**src/design/spa_pkg.sv**
```systemverilog
// Shared widths, operation and status codes, sequencer states and saturating add.
package spa_pkg;

  localparam int MAX_TERMS_DEFAULT = 16;
  localparam int COEF_W            = 32;
  localparam int EXP_W             = 16;
  localparam int OP_W              = 2;
  localparam int STATUS_W          = 2;

  localparam logic [OP_W-1:0] OP_INSERT_A = 2'd0;
  localparam logic [OP_W-1:0] OP_INSERT_B = 2'd1;
  localparam logic [OP_W-1:0] OP_EMIT     = 2'd2;

  localparam logic [STATUS_W-1:0] STATUS_VALID = 2'd0;
  localparam logic [STATUS_W-1:0] STATUS_FULL  = 2'd1;
  localparam logic [STATUS_W-1:0] STATUS_EMPTY = 2'd2;

  typedef enum logic [2:0] {
    S_IDLE,
    S_SEARCH,
    S_COMPARE,
    S_SHIFT,
    S_MOVE,
    S_MERGE_RD,
    S_MERGE,
    S_REPORT
  } state_t;

  // Two's complement add that clamps to the coefficient range.
  function automatic logic signed [COEF_W-1:0] sat_add(input logic signed [COEF_W-1:0] x,
                                                       input logic signed [COEF_W-1:0] y);
    logic signed [COEF_W:0] s;
    s = {x[COEF_W-1], x} + {y[COEF_W-1], y};
    if (s[COEF_W] != s[COEF_W-1]) begin
      return s[COEF_W] ? {1'b1, {(COEF_W-1){1'b0}}} : {1'b0, {(COEF_W-1){1'b1}}};
    end
    return s[COEF_W-1:0];
  endfunction

endpackage

```
**src/design/spa_in_if.sv**
```systemverilog
// Term input channel: valid/ready handshake with operation, coefficient and exponent.
interface spa_in_if import spa_pkg::*; ();
  logic                     valid;
  logic                     ready;
  logic [OP_W-1:0]          operation;
  logic signed [COEF_W-1:0] coefficient;
  logic [EXP_W-1:0]         exponent;

  modport source (output valid, output operation, output coefficient, output exponent,
                  input ready);
  modport sink (input valid, input operation, input coefficient, input exponent,
                output ready);
endinterface

```
**src/design/spa_out_if.sv**
```systemverilog
// Sum output channel: valid/ready handshake with one result term and its status.
interface spa_out_if import spa_pkg::*; ();
  logic                     valid;
  logic                     ready;
  logic signed [COEF_W-1:0] sum_coefficient;
  logic [EXP_W-1:0]         sum_exponent;
  logic                     last;
  logic [STATUS_W-1:0]      status;

  modport source (output valid, output sum_coefficient, output sum_exponent, output last,
                  output status, input ready);
  modport sink (input valid, input sum_coefficient, input sum_exponent, input last,
                input status, output ready);
endinterface

```
**src/design/sparse_polynomial_adder.sv**
```systemverilog
// Top level: sparse polynomial adder with two sorted term tables in RAM and a merge sequencer.
//
// term_in carries one operation per transfer: insert a term into table A, insert into
// table B, or emit the sum. Each table holds up to MAX_TERMS terms sorted by descending
// exponent in its own RAM. An insert walks the table, one RAM read and one compare
// per entry, to find the spot, adds into an equal exponent through the shared
// saturating adder, or opens a gap by moving the tail down one entry at a time.
// An insert that finds the table full with a new exponent returns one STATUS_FULL
// result with last set.
// An emit merges both tables, one result term per RAM read and compare-and-add step,
// marks the final term with last and then empties both tables.
// An emit with both tables empty returns one STATUS_EMPTY result.
// term_in.ready is high only while the sequencer is idle; one operation is in work
// at a time. Results leave through an output register: when sum_out stalls, the
// sequencer holds its merge position and resumes on the next free slot, so no term
// is lost or repeated.
// Reset empties both tables and the output register; the RAM contents are not
// cleared, since entries past the fill count are never used.
module sparse_polynomial_adder import spa_pkg::*; #(
  parameter int MAX_TERMS = MAX_TERMS_DEFAULT
) (
  input  logic       clk,
  input  logic       rst,
  spa_in_if.sink     term_in,
  spa_out_if.source  sum_out
);

  localparam int IDX_W  = $clog2(MAX_TERMS);
  localparam int CNT_W  = $clog2(MAX_TERMS + 1);
  localparam int WORD_W = COEF_W + EXP_W;
  localparam logic [CNT_W-1:0] FULL_COUNT = CNT_W'(MAX_TERMS);
  localparam logic [CNT_W-1:0] ONE        = CNT_W'(1);

  // sequencer and table fill state
  state_t              state, state_next;
  logic [CNT_W-1:0]    count_a, count_a_next;
  logic [CNT_W-1:0]    count_b, count_b_next;

  // operation in work
  logic                sel_b, sel_b_next;
  logic signed [COEF_W-1:0] coef_r, coef_r_next;
  logic [EXP_W-1:0]    exp_r, exp_r_next;
  logic [CNT_W-1:0]    idx, idx_next;
  logic [CNT_W-1:0]    pos, pos_next;
  logic [CNT_W-1:0]    ia, ia_next;
  logic [CNT_W-1:0]    ib, ib_next;
  logic [STATUS_W-1:0] rep_status, rep_status_next;

  // output register
  logic                out_valid, out_valid_next;
  logic signed [COEF_W-1:0] out_coef, out_coef_next;
  logic [EXP_W-1:0]    out_exp, out_exp_next;
  logic                out_last, out_last_next;
  logic [STATUS_W-1:0] out_status, out_status_next;

  // RAM ports
  logic                we;
  logic [IDX_W-1:0]    waddr;
  logic [WORD_W-1:0]   wdata;
  logic [IDX_W-1:0]    raddr_a, raddr_b;
  logic [WORD_W-1:0]   rdata_a, rdata_b;

  // datapath
  logic                in_xfer;
  logic                out_free;
  logic                load_out;
  logic [CNT_W-1:0]    count_sel;
  logic                full_sel;
  logic [WORD_W-1:0]   rd_sel;
  logic signed [COEF_W-1:0] rd_coef, a_coef, b_coef;
  logic [EXP_W-1:0]    rd_exp, a_exp, b_exp;
  logic signed [COEF_W-1:0] add_x, add_y, add_sum;
  logic [EXP_W-1:0]    cmp_x, cmp_y;
  logic                cmp_gt, cmp_eq;
  logic                a_live, b_live, take_a, take_b;
  logic [CNT_W-1:0]    ia_adv, ib_adv;
  logic                merge_last;
  logic [CNT_W-1:0]    idx_inc;

  spa_ram #(.WIDTH(WORD_W), .DEPTH(MAX_TERMS)) u_ram_a (
    .clk   (clk),
    .we    (we && !sel_b),
    .waddr (waddr),
    .wdata (wdata),
    .raddr (raddr_a),
    .rdata (rdata_a)
  );

  spa_ram #(.WIDTH(WORD_W), .DEPTH(MAX_TERMS)) u_ram_b (
    .clk   (clk),
    .we    (we && sel_b),
    .waddr (waddr),
    .wdata (wdata),
    .raddr (raddr_b),
    .rdata (rdata_b)
  );

  assign in_xfer  = term_in.valid && term_in.ready;
  assign out_free = !out_valid || sum_out.ready;

  assign count_sel = sel_b ? count_b : count_a;
  assign full_sel  = (count_sel == FULL_COUNT);
  assign idx_inc   = idx + ONE;

  assign rd_sel  = sel_b ? rdata_b : rdata_a;
  assign rd_coef = rd_sel[WORD_W-1:EXP_W];
  assign rd_exp  = rd_sel[EXP_W-1:0];
  assign a_coef  = rdata_a[WORD_W-1:EXP_W];
  assign a_exp   = rdata_a[EXP_W-1:0];
  assign b_coef  = rdata_b[WORD_W-1:EXP_W];
  assign b_exp   = rdata_b[EXP_W-1:0];

  // Shared saturating adder and exponent comparator: merge heads while merging,
  // otherwise the stored entry against the incoming term.
  always_comb begin
    if (state == S_MERGE) begin
      add_x = a_coef;
      add_y = b_coef;
      cmp_x = a_exp;
      cmp_y = b_exp;
    end else begin
      add_x = rd_coef;
      add_y = coef_r;
      cmp_x = rd_exp;
      cmp_y = exp_r;
    end
  end

  assign add_sum = sat_add(add_x, add_y);
  assign cmp_gt  = (cmp_x > cmp_y);
  assign cmp_eq  = (cmp_x == cmp_y);

  // Merge decision: an equal pair advances both heads.
  assign a_live     = (ia < count_a);
  assign b_live     = (ib < count_b);
  assign take_a     = a_live && (!b_live || cmp_gt || cmp_eq);
  assign take_b     = b_live && (!a_live || !cmp_gt);
  assign ia_adv     = ia + CNT_W'(take_a);
  assign ib_adv     = ib + CNT_W'(take_b);
  assign merge_last = (ia_adv == count_a) && (ib_adv == count_b);

  // Next state
  always_comb begin
    state_next = state;
    case (state)
      S_IDLE: begin
        if (in_xfer) begin
          case (term_in.operation)
            OP_INSERT_A: state_next = (count_a == '0) ? S_SHIFT : S_SEARCH;
            OP_INSERT_B: state_next = (count_b == '0) ? S_SHIFT : S_SEARCH;
            OP_EMIT: begin
              state_next = (count_a == '0 && count_b == '0) ? S_REPORT : S_MERGE_RD;
            end
            default: state_next = S_IDLE;
          endcase
        end
      end
      S_SEARCH: state_next = S_COMPARE;
      S_COMPARE: begin
        if (cmp_eq) begin
          state_next = S_IDLE;
        end else if (cmp_gt && idx_inc != count_sel) begin
          state_next = S_SEARCH;
        end else begin
          state_next = full_sel ? S_REPORT : S_SHIFT;
        end
      end
      S_SHIFT: state_next = (idx == pos) ? S_IDLE : S_MOVE;
      S_MOVE: state_next = S_SHIFT;
      S_MERGE_RD: state_next = S_MERGE;
      S_MERGE: begin
        if (out_free) begin
          state_next = merge_last ? S_IDLE : S_MERGE_RD;
        end
      end
      S_REPORT: begin
        if (out_free) begin
          state_next = S_IDLE;
        end
      end
      default: state_next = S_IDLE;
    endcase
  end

  // Datapath controls, RAM ports and output register loads
  always_comb begin
    sel_b_next      = sel_b;
    coef_r_next     = coef_r;
    exp_r_next      = exp_r;
    idx_next        = idx;
    pos_next        = pos;
    ia_next         = ia;
    ib_next         = ib;
    rep_status_next = rep_status;
    count_a_next    = count_a;
    count_b_next    = count_b;
    we              = 1'b0;
    waddr           = '0;
    wdata           = {coef_r, exp_r};
    raddr_a         = '0;
    raddr_b         = '0;
    load_out        = 1'b0;
    out_coef_next   = out_coef;
    out_exp_next    = out_exp;
    out_last_next   = out_last;
    out_status_next = out_status;

    case (state)
      S_IDLE: begin
        if (in_xfer) begin
          sel_b_next      = (term_in.operation == OP_INSERT_B);
          coef_r_next     = term_in.coefficient;
          exp_r_next      = term_in.exponent;
          idx_next        = '0;
          pos_next        = '0;
          ia_next         = '0;
          ib_next         = '0;
          rep_status_next = STATUS_EMPTY;
        end
      end
      S_SEARCH: begin
        raddr_a = idx[IDX_W-1:0];
        raddr_b = idx[IDX_W-1:0];
      end
      S_COMPARE: begin
        rep_status_next = STATUS_FULL;
        if (cmp_eq) begin
          // existing exponent: add in place, even into a full table
          we    = 1'b1;
          waddr = idx[IDX_W-1:0];
          wdata = {add_sum, exp_r};
        end else if (cmp_gt && idx_inc != count_sel) begin
          idx_next = idx_inc;
        end else begin
          pos_next = cmp_gt ? count_sel : idx;
          idx_next = count_sel;
        end
      end
      S_SHIFT: begin
        if (idx == pos) begin
          we    = 1'b1;
          waddr = pos[IDX_W-1:0];
          if (sel_b) begin
            count_b_next = count_b + ONE;
          end else begin
            count_a_next = count_a + ONE;
          end
        end else begin
          raddr_a = IDX_W'(idx - ONE);
          raddr_b = IDX_W'(idx - ONE);
        end
      end
      S_MOVE: begin
        // move the entry read last cycle down one place
        we       = 1'b1;
        waddr    = idx[IDX_W-1:0];
        wdata    = rd_sel;
        idx_next = idx - ONE;
      end
      S_MERGE_RD: begin
        raddr_a = a_live ? ia[IDX_W-1:0] : '0;
        raddr_b = b_live ? ib[IDX_W-1:0] : '0;
      end
      S_MERGE: begin
        // hold the head addresses so a stalled merge keeps its read data
        raddr_a = a_live ? ia[IDX_W-1:0] : '0;
        raddr_b = b_live ? ib[IDX_W-1:0] : '0;
        if (out_free) begin
          load_out        = 1'b1;
          out_coef_next   = (take_a && take_b) ? add_sum : (take_a ? a_coef : b_coef);
          out_exp_next    = take_a ? a_exp : b_exp;
          out_last_next   = merge_last;
          out_status_next = STATUS_VALID;
          ia_next         = ia_adv;
          ib_next         = ib_adv;
          if (merge_last) begin
            count_a_next = '0;
            count_b_next = '0;
          end
        end
      end
      S_REPORT: begin
        if (out_free) begin
          load_out        = 1'b1;
          out_coef_next   = '0;
          out_exp_next    = '0;
          out_last_next   = 1'b1;
          out_status_next = rep_status;
        end
      end
      default: begin
      end
    endcase

    out_valid_next = load_out ? 1'b1 : (out_valid && !sum_out.ready);
  end

  // Control state
  always_ff @(posedge clk) begin
    if (rst) begin
      state     <= S_IDLE;
      count_a   <= '0;
      count_b   <= '0;
      out_valid <= 1'b0;
    end else begin
      state     <= state_next;
      count_a   <= count_a_next;
      count_b   <= count_b_next;
      out_valid <= out_valid_next;
    end
  end

  // Payload and working registers
  always_ff @(posedge clk) begin
    sel_b      <= sel_b_next;
    coef_r     <= coef_r_next;
    exp_r      <= exp_r_next;
    idx        <= idx_next;
    pos        <= pos_next;
    ia         <= ia_next;
    ib         <= ib_next;
    rep_status <= rep_status_next;
    out_coef   <= out_coef_next;
    out_exp    <= out_exp_next;
    out_last   <= out_last_next;
    out_status <= out_status_next;
  end

  assign term_in.ready           = (state == S_IDLE);
  assign sum_out.valid           = out_valid;
  assign sum_out.sum_coefficient = out_coef;
  assign sum_out.sum_exponent    = out_exp;
  assign sum_out.last            = out_last;
  assign sum_out.status          = out_status;

  // Fill counts never pass the table depth.
  assert property (@(posedge clk) disable iff (rst)
    count_a <= FULL_COUNT && count_b <= FULL_COUNT)
    else $error("table fill count beyond depth");

  // The final merged term empties both tables.
  assert property (@(posedge clk) disable iff (rst)
    (state == S_MERGE && load_out && merge_last) |=> (count_a == '0 && count_b == '0))
    else $error("tables not cleared after emit");

  // No table write while idle.
  assert property (@(posedge clk) disable iff (rst)
    (state == S_IDLE) |-> !we)
    else $error("table write while idle");

  // Table A's fill count grows by one or drops to zero.
  assert property (@(posedge clk) disable iff (rst)
    (!$past(rst) && count_a != $past(count_a)) |->
      (count_a == $past(count_a) + ONE || count_a == '0))
    else $error("table A fill count jumped");

  // Full and empty reports are always single, final results.
  assert property (@(posedge clk) disable iff (rst)
    (sum_out.valid && sum_out.status != STATUS_VALID) |->
      (sum_out.last && sum_out.sum_exponent == '0))
    else $error("status result not final");

endmodule

```
**src/design/spa_ram.sv**
```systemverilog
// Generic single-write, single-read RAM with registered read data.
module spa_ram #(
  parameter int WIDTH = 48,
  parameter int DEPTH = 16,
  localparam int AW = (DEPTH > 1) ? $clog2(DEPTH) : 1
) (
  input  logic             clk,
  input  logic             we,
  input  logic [AW-1:0]    waddr,
  input  logic [WIDTH-1:0] wdata,
  input  logic [AW-1:0]    raddr,
  output logic [WIDTH-1:0] rdata
);

  logic [WIDTH-1:0] mem [DEPTH];

  always_ff @(posedge clk) begin
    if (we) begin
      mem[waddr] <= wdata;
    end
    rdata <= mem[raddr];
  end

endmodule
```
**src/flat_wrapper.sv**
```systemverilog
// flat-port wrapper written by rule: the top's interface ports become plain ports
module sparse_polynomial_adder_flat import spa_pkg::*;
#(
  parameter int MAX_TERMS = MAX_TERMS_DEFAULT
)
  (clk, rst, term_in_valid, term_in_operation, term_in_coefficient, term_in_exponent, term_in_ready, sum_out_valid, sum_out_sum_coefficient, sum_out_sum_exponent, sum_out_last, sum_out_status, sum_out_ready);
  spa_in_if term_in_i ();
  spa_out_if sum_out_i ();
  input  logic clk;
  input  logic rst;
  input wire logic [$bits(term_in_i.valid)-1:0] term_in_valid;
  input wire logic [$bits(term_in_i.operation)-1:0] term_in_operation;
  input wire logic [$bits(term_in_i.coefficient)-1:0] term_in_coefficient;
  input wire logic [$bits(term_in_i.exponent)-1:0] term_in_exponent;
  output wire logic [$bits(term_in_i.ready)-1:0] term_in_ready;
  output wire logic [$bits(sum_out_i.valid)-1:0] sum_out_valid;
  output wire logic [$bits(sum_out_i.sum_coefficient)-1:0] sum_out_sum_coefficient;
  output wire logic [$bits(sum_out_i.sum_exponent)-1:0] sum_out_sum_exponent;
  output wire logic [$bits(sum_out_i.last)-1:0] sum_out_last;
  output wire logic [$bits(sum_out_i.status)-1:0] sum_out_status;
  input wire logic [$bits(sum_out_i.ready)-1:0] sum_out_ready;
  assign term_in_i.valid = term_in_valid;
  assign term_in_i.operation = term_in_operation;
  assign term_in_i.coefficient = term_in_coefficient;
  assign term_in_i.exponent = term_in_exponent;
  assign term_in_ready = term_in_i.ready;
  assign sum_out_valid = sum_out_i.valid;
  assign sum_out_sum_coefficient = sum_out_i.sum_coefficient;
  assign sum_out_sum_exponent = sum_out_i.sum_exponent;
  assign sum_out_last = sum_out_i.last;
  assign sum_out_status = sum_out_i.status;
  assign sum_out_i.ready = sum_out_ready;
  sparse_polynomial_adder #(.MAX_TERMS(MAX_TERMS)) u_core (.clk(clk), .rst(rst), .term_in(term_in_i), .sum_out(sum_out_i));
endmodule
```
**config.mk**
```make
export PLATFORM = sky130hd
export DESIGN_NAME = sparse_polynomial_adder_flat
export DESIGN_NICKNAME = d
export VERILOG_FILES = /design/src/design/spa_pkg.sv /design/src/design/spa_in_if.sv /design/src/design/spa_out_if.sv /design/src/design/sparse_polynomial_adder.sv /design/src/design/spa_ram.sv /design/src/flat_wrapper.sv
export SDC_FILE = /design/constraint.sdc
export NUM_CORES = 2
export LEC_CHECK = 0
export BUFFER_PORTS_ARGS = -buffer_cell sky130_fd_sc_hd__buf_4
export CAP_MARGIN = 20
export CORE_ASPECT_RATIO = 1.75
export CORE_MARGIN = 5
export CORE_UTILIZATION = 65
export DETAILED_ROUTE_END_ITERATION = 6
export HOLD_SLACK_MARGIN = 0.15
export PLACE_DENSITY_LB_ADDON = 0.05
export SLEW_MARGIN = 20
export SYNTH_ARGS = -nofsm -noshare
export SYNTH_HDL_FRONTEND = slang
export SYNTH_SLANG_ARGS = --single-unit
```
**constraint.sdc**
```tcl
create_clock -name clk -period 15.35 [get_ports clk]
set_input_delay 3.07 -clock clk [delete_from_list [all_inputs] [get_ports clk]]
set_output_delay 3.07 -clock clk [all_outputs]
set_load 0.05 [all_outputs]
```
==> flow_summary.yaml <==
clock_tree:
  clk_pin_slew_worst_paths_ps: 70
  cts_tree: "built"
  postCtsResizedCells: 0
  cts_setup_buffers: 0
  htree_num_levels: 4
  cts_buffer_depth: 3
  hold_buffers: 0
  clk_latency_ps: 780
  cts_root_buffer: "clkbuf_16"
  clock_sinks: 1768
  numCtsBuffers: 151
floorplanning:
  die_height_um: 454
  die_area_mm2: 0.120
  io_pins: 107
  fp.dieW_um: 264
  core_area_mm2: 0.112
  start_util_pct: 65.1
  rows: 163
yosys:
  syn-cell-area_mm2: 0.0732
  avgSynthCellArea_um2: 13.7
  synth_seq_cells: 1768
  yosysMostFrequentCell: "edfxtp_1"
  synth_top_cells_by_area: "edfxtp_1, nand2_1, mux2i_1"
  yosys_warnings: 0
  synthArstFlopShare_pct: 0
  synthTopCellsByCount: "edfxtp_1, nand2_1, mux2i_1"
  synth_top_area_cell: "edfxtp_1"
  synth_edf_count: 1658
  synthCells: 5361
  synth_fp_nets: 5482
  yosysSeqAreaShare_pct: 71.0
  synth_top_area_share_pct: 68.0
  synth_ff_type: "edfxtp_1"
  synth_cell_types: 83
detailed_routing:
  ant_nets: 0
  drt-pass1-iter-count: 7
  vias: 46600
  first_iter_violations: 5818
  wl_per_cell_um: 29.2
  drc: 0
  vias_per_cell: 6.65
  routed_wl_mm: 205
sta:
  finalSetupViolCount: 0
  setup_slack_ps: 8330
  tns_ps: 0
  drv_slew: 0
  finalHoldViolCount: 0
  relSlewSlack_pct: 22.8
  hold_ws_ps: 533
  rsz0062_at_grt: "false"
  clock.fmax_ghz: 0.143
  worst_pin_slew_ps: 1160
  fin_crit_ps: 7020
  clock-skew-final_ps: 35.4
  fin_crit_sh_pct: 45.7
pwr:
  p_leak_nw: 27.0
  peakVddDrop_v: 0.000128
  p_per_area_mw_per_mm2: 185
grt:
  grt_usage_pct: 33.5
  grt_max_degree: 153
  antenna_found_initial: 7
  grt_pass1_vias: 45100
  gr-total-overflow: 0
  grt_pass1_wl_mm: 294
worst_hold_path:
  min_path_type: "reg2reg"
run_status:
  outcome: "finished, final reports clean"
worst_setup_path:
  rr_worst_depth: 25
  reg2reg_slack_ps: 8330
  critical_path_arrival_ps: 7680
  cp.required_ps: 16010
  cp_slowest_cell: "dfxtp_1"
  cp-start-kind: "flop"
  critical-path-max-stage-delay_ps: 670
  path_max_fanout: 47
  endpoint: "u_core.count_a[4]"
  r2r-end: "u_core.count_a[4]"
  critPathLaunch: "u_core.state[1]"
  crit_path_end_kind: "flop"
  path_class: "reg2reg"
  r2r-start: "u_core.state[1]"
placed_design:
  place.gp.congestion: 0.957
  numPortBuffers: 106
  pre_cts_slack_ps: 8400
  dp_hpwl_mm: 118
cells_and_area:
  area_growth_pct: 10.1
  fin_nets: 5522
  utilization_pct: 71.7
  layout-drive-gt1-share_pct: 11.6
  seqCellArea_mm2: 0.0520
  multiInputGateArea_mm2: 0.0200
  fillers: 7421
run:
  cap_violations: 0
## sequential cells by signal (all words and copies together) (netlist names)
register                        cells
u_core.exp_r                       16
u_core.sum_out.last                 1
u_core.state                        3
u_core.u_ram_b.rdata               48
u_core.ia                           5
u_core.count_a                      5
u_core.sel_b                        1
u_core.u_ram_a.mem                768
u_core.rep_status                   2
u_core.pos                          5
u_core.u_ram_b.mem                768
u_core.idx                          5
u_core.sum_out.status               2
u_core.ib                           5
u_core.count_b                      5
u_core.sum_out.sum_coefficient     32
u_core.coef_r                      32
u_core.sum_out.valid                1
u_core.u_ram_a.rdata               48
u_core.sum_out.sum_exponent        16
## worst max-delay path, delay by kind of cell (launching register included)
family	cells	cell delay, ps
AO/OA/AOI/OAI	7	1840
multiplexers	1	410
adder cells (fa/ha/maj)	3	790
flip-flops	1	670
XOR/XNOR	2	310
buffers and inverters	2	790
AND/OR/NAND/NOR	10	2090
## cell families after synthesis
logic type | count (synthesis) | synth area share (%)
buf+inv | 361 | 2.47
flops | 1768 | 71.0
simple gates | 1891 | 11.3
fa+ha+maj | 67 | 1.16
xor+xnor | 68 | 0.824
mux | 351 | 4.90
compound gates | 855 | 8.31
## report_power, final
part / switching [W] / leakage, nW / internal [W]
Clock: 0.00169 / 2.43 / 0.00216
Sequential: 0.000352 / 15.9 / 0.00597
Combinational: 0.00331 / 8.75 / 0.00140
Total: 0.00535 / 27.0 / 0.00952
## per-layer routing
| layer | vias to the layer above | wire length (um) | share of wire (%) | GRT usage, % |
|---|---|---|---|---|
| met2 | 2737 | 101000 | 49 | 56.4 |
| met5 | - | 13 | 0.0063 | 0 |
| met4 | 2 | 9130 | 4.5 | 13.9 |
| li1 | 20200 | - | - | - |
| met3 | 515 | 21000 | 10 | 5.49 |
| met1 | 23100 | 73500 | 36 | 44.0 |
## how the worst min path moves through the flow
stage                     cells after the start                        to  slack (ps)            startpoint
after global placement                        1  u_core.sum_out.status[0]         510  u_core.rep_status[0]
after global routing                          1  u_core.sum_out.status[1]         580  u_core.rep_status[1]
after CTS                                     1  u_core.sum_out.status[0]         540  u_core.rep_status[0]
after floorplan                               1  u_core.sum_out.status[0]         500  u_core.rep_status[0]
final                                         1  u_core.sum_out.status[0]         530  u_core.rep_status[0]
after detailed placement                      1  u_core.sum_out.status[0]         520  u_core.rep_status[0]
## per-stage QoR
stage                     instance area, um^2  total power, W  instances
after global placement                  75500          0.0109       6730
after global routing                    80600          0.0154       7014
after detailed placement                75600          0.0110       6731
final                                   80600          0.0149       7017
after floorplan                         73200         0.00928       5361
after CTS                               80600          0.0148       7011
## layout make-up
cell class              instances  area share (%)
diodes                          4          0.0124
clock buffers                 210            5.35
clock inverters                70           0.837
inverters                      29           0.135
multi-input cells            3232            24.8
flip-flops and latches       1768            64.5
well taps                    1485            2.31
repair buffers                219            2.11
## placed cells by master (no fill, tap or decap), drive strengths merged, types with 56 or more instances in the layout
cell type	n
edfxtp	1658
nand2	1195
mux2i	295
nand3	290
a21oi	272
buf	217
clkbuf	212
a32oi	194
nor2	152
dfxtp	110
o21ai	89
nor3	88
ha	66
a211oi	57
mux2	56
Note: power is estimated with default switching activity, not from simulation.
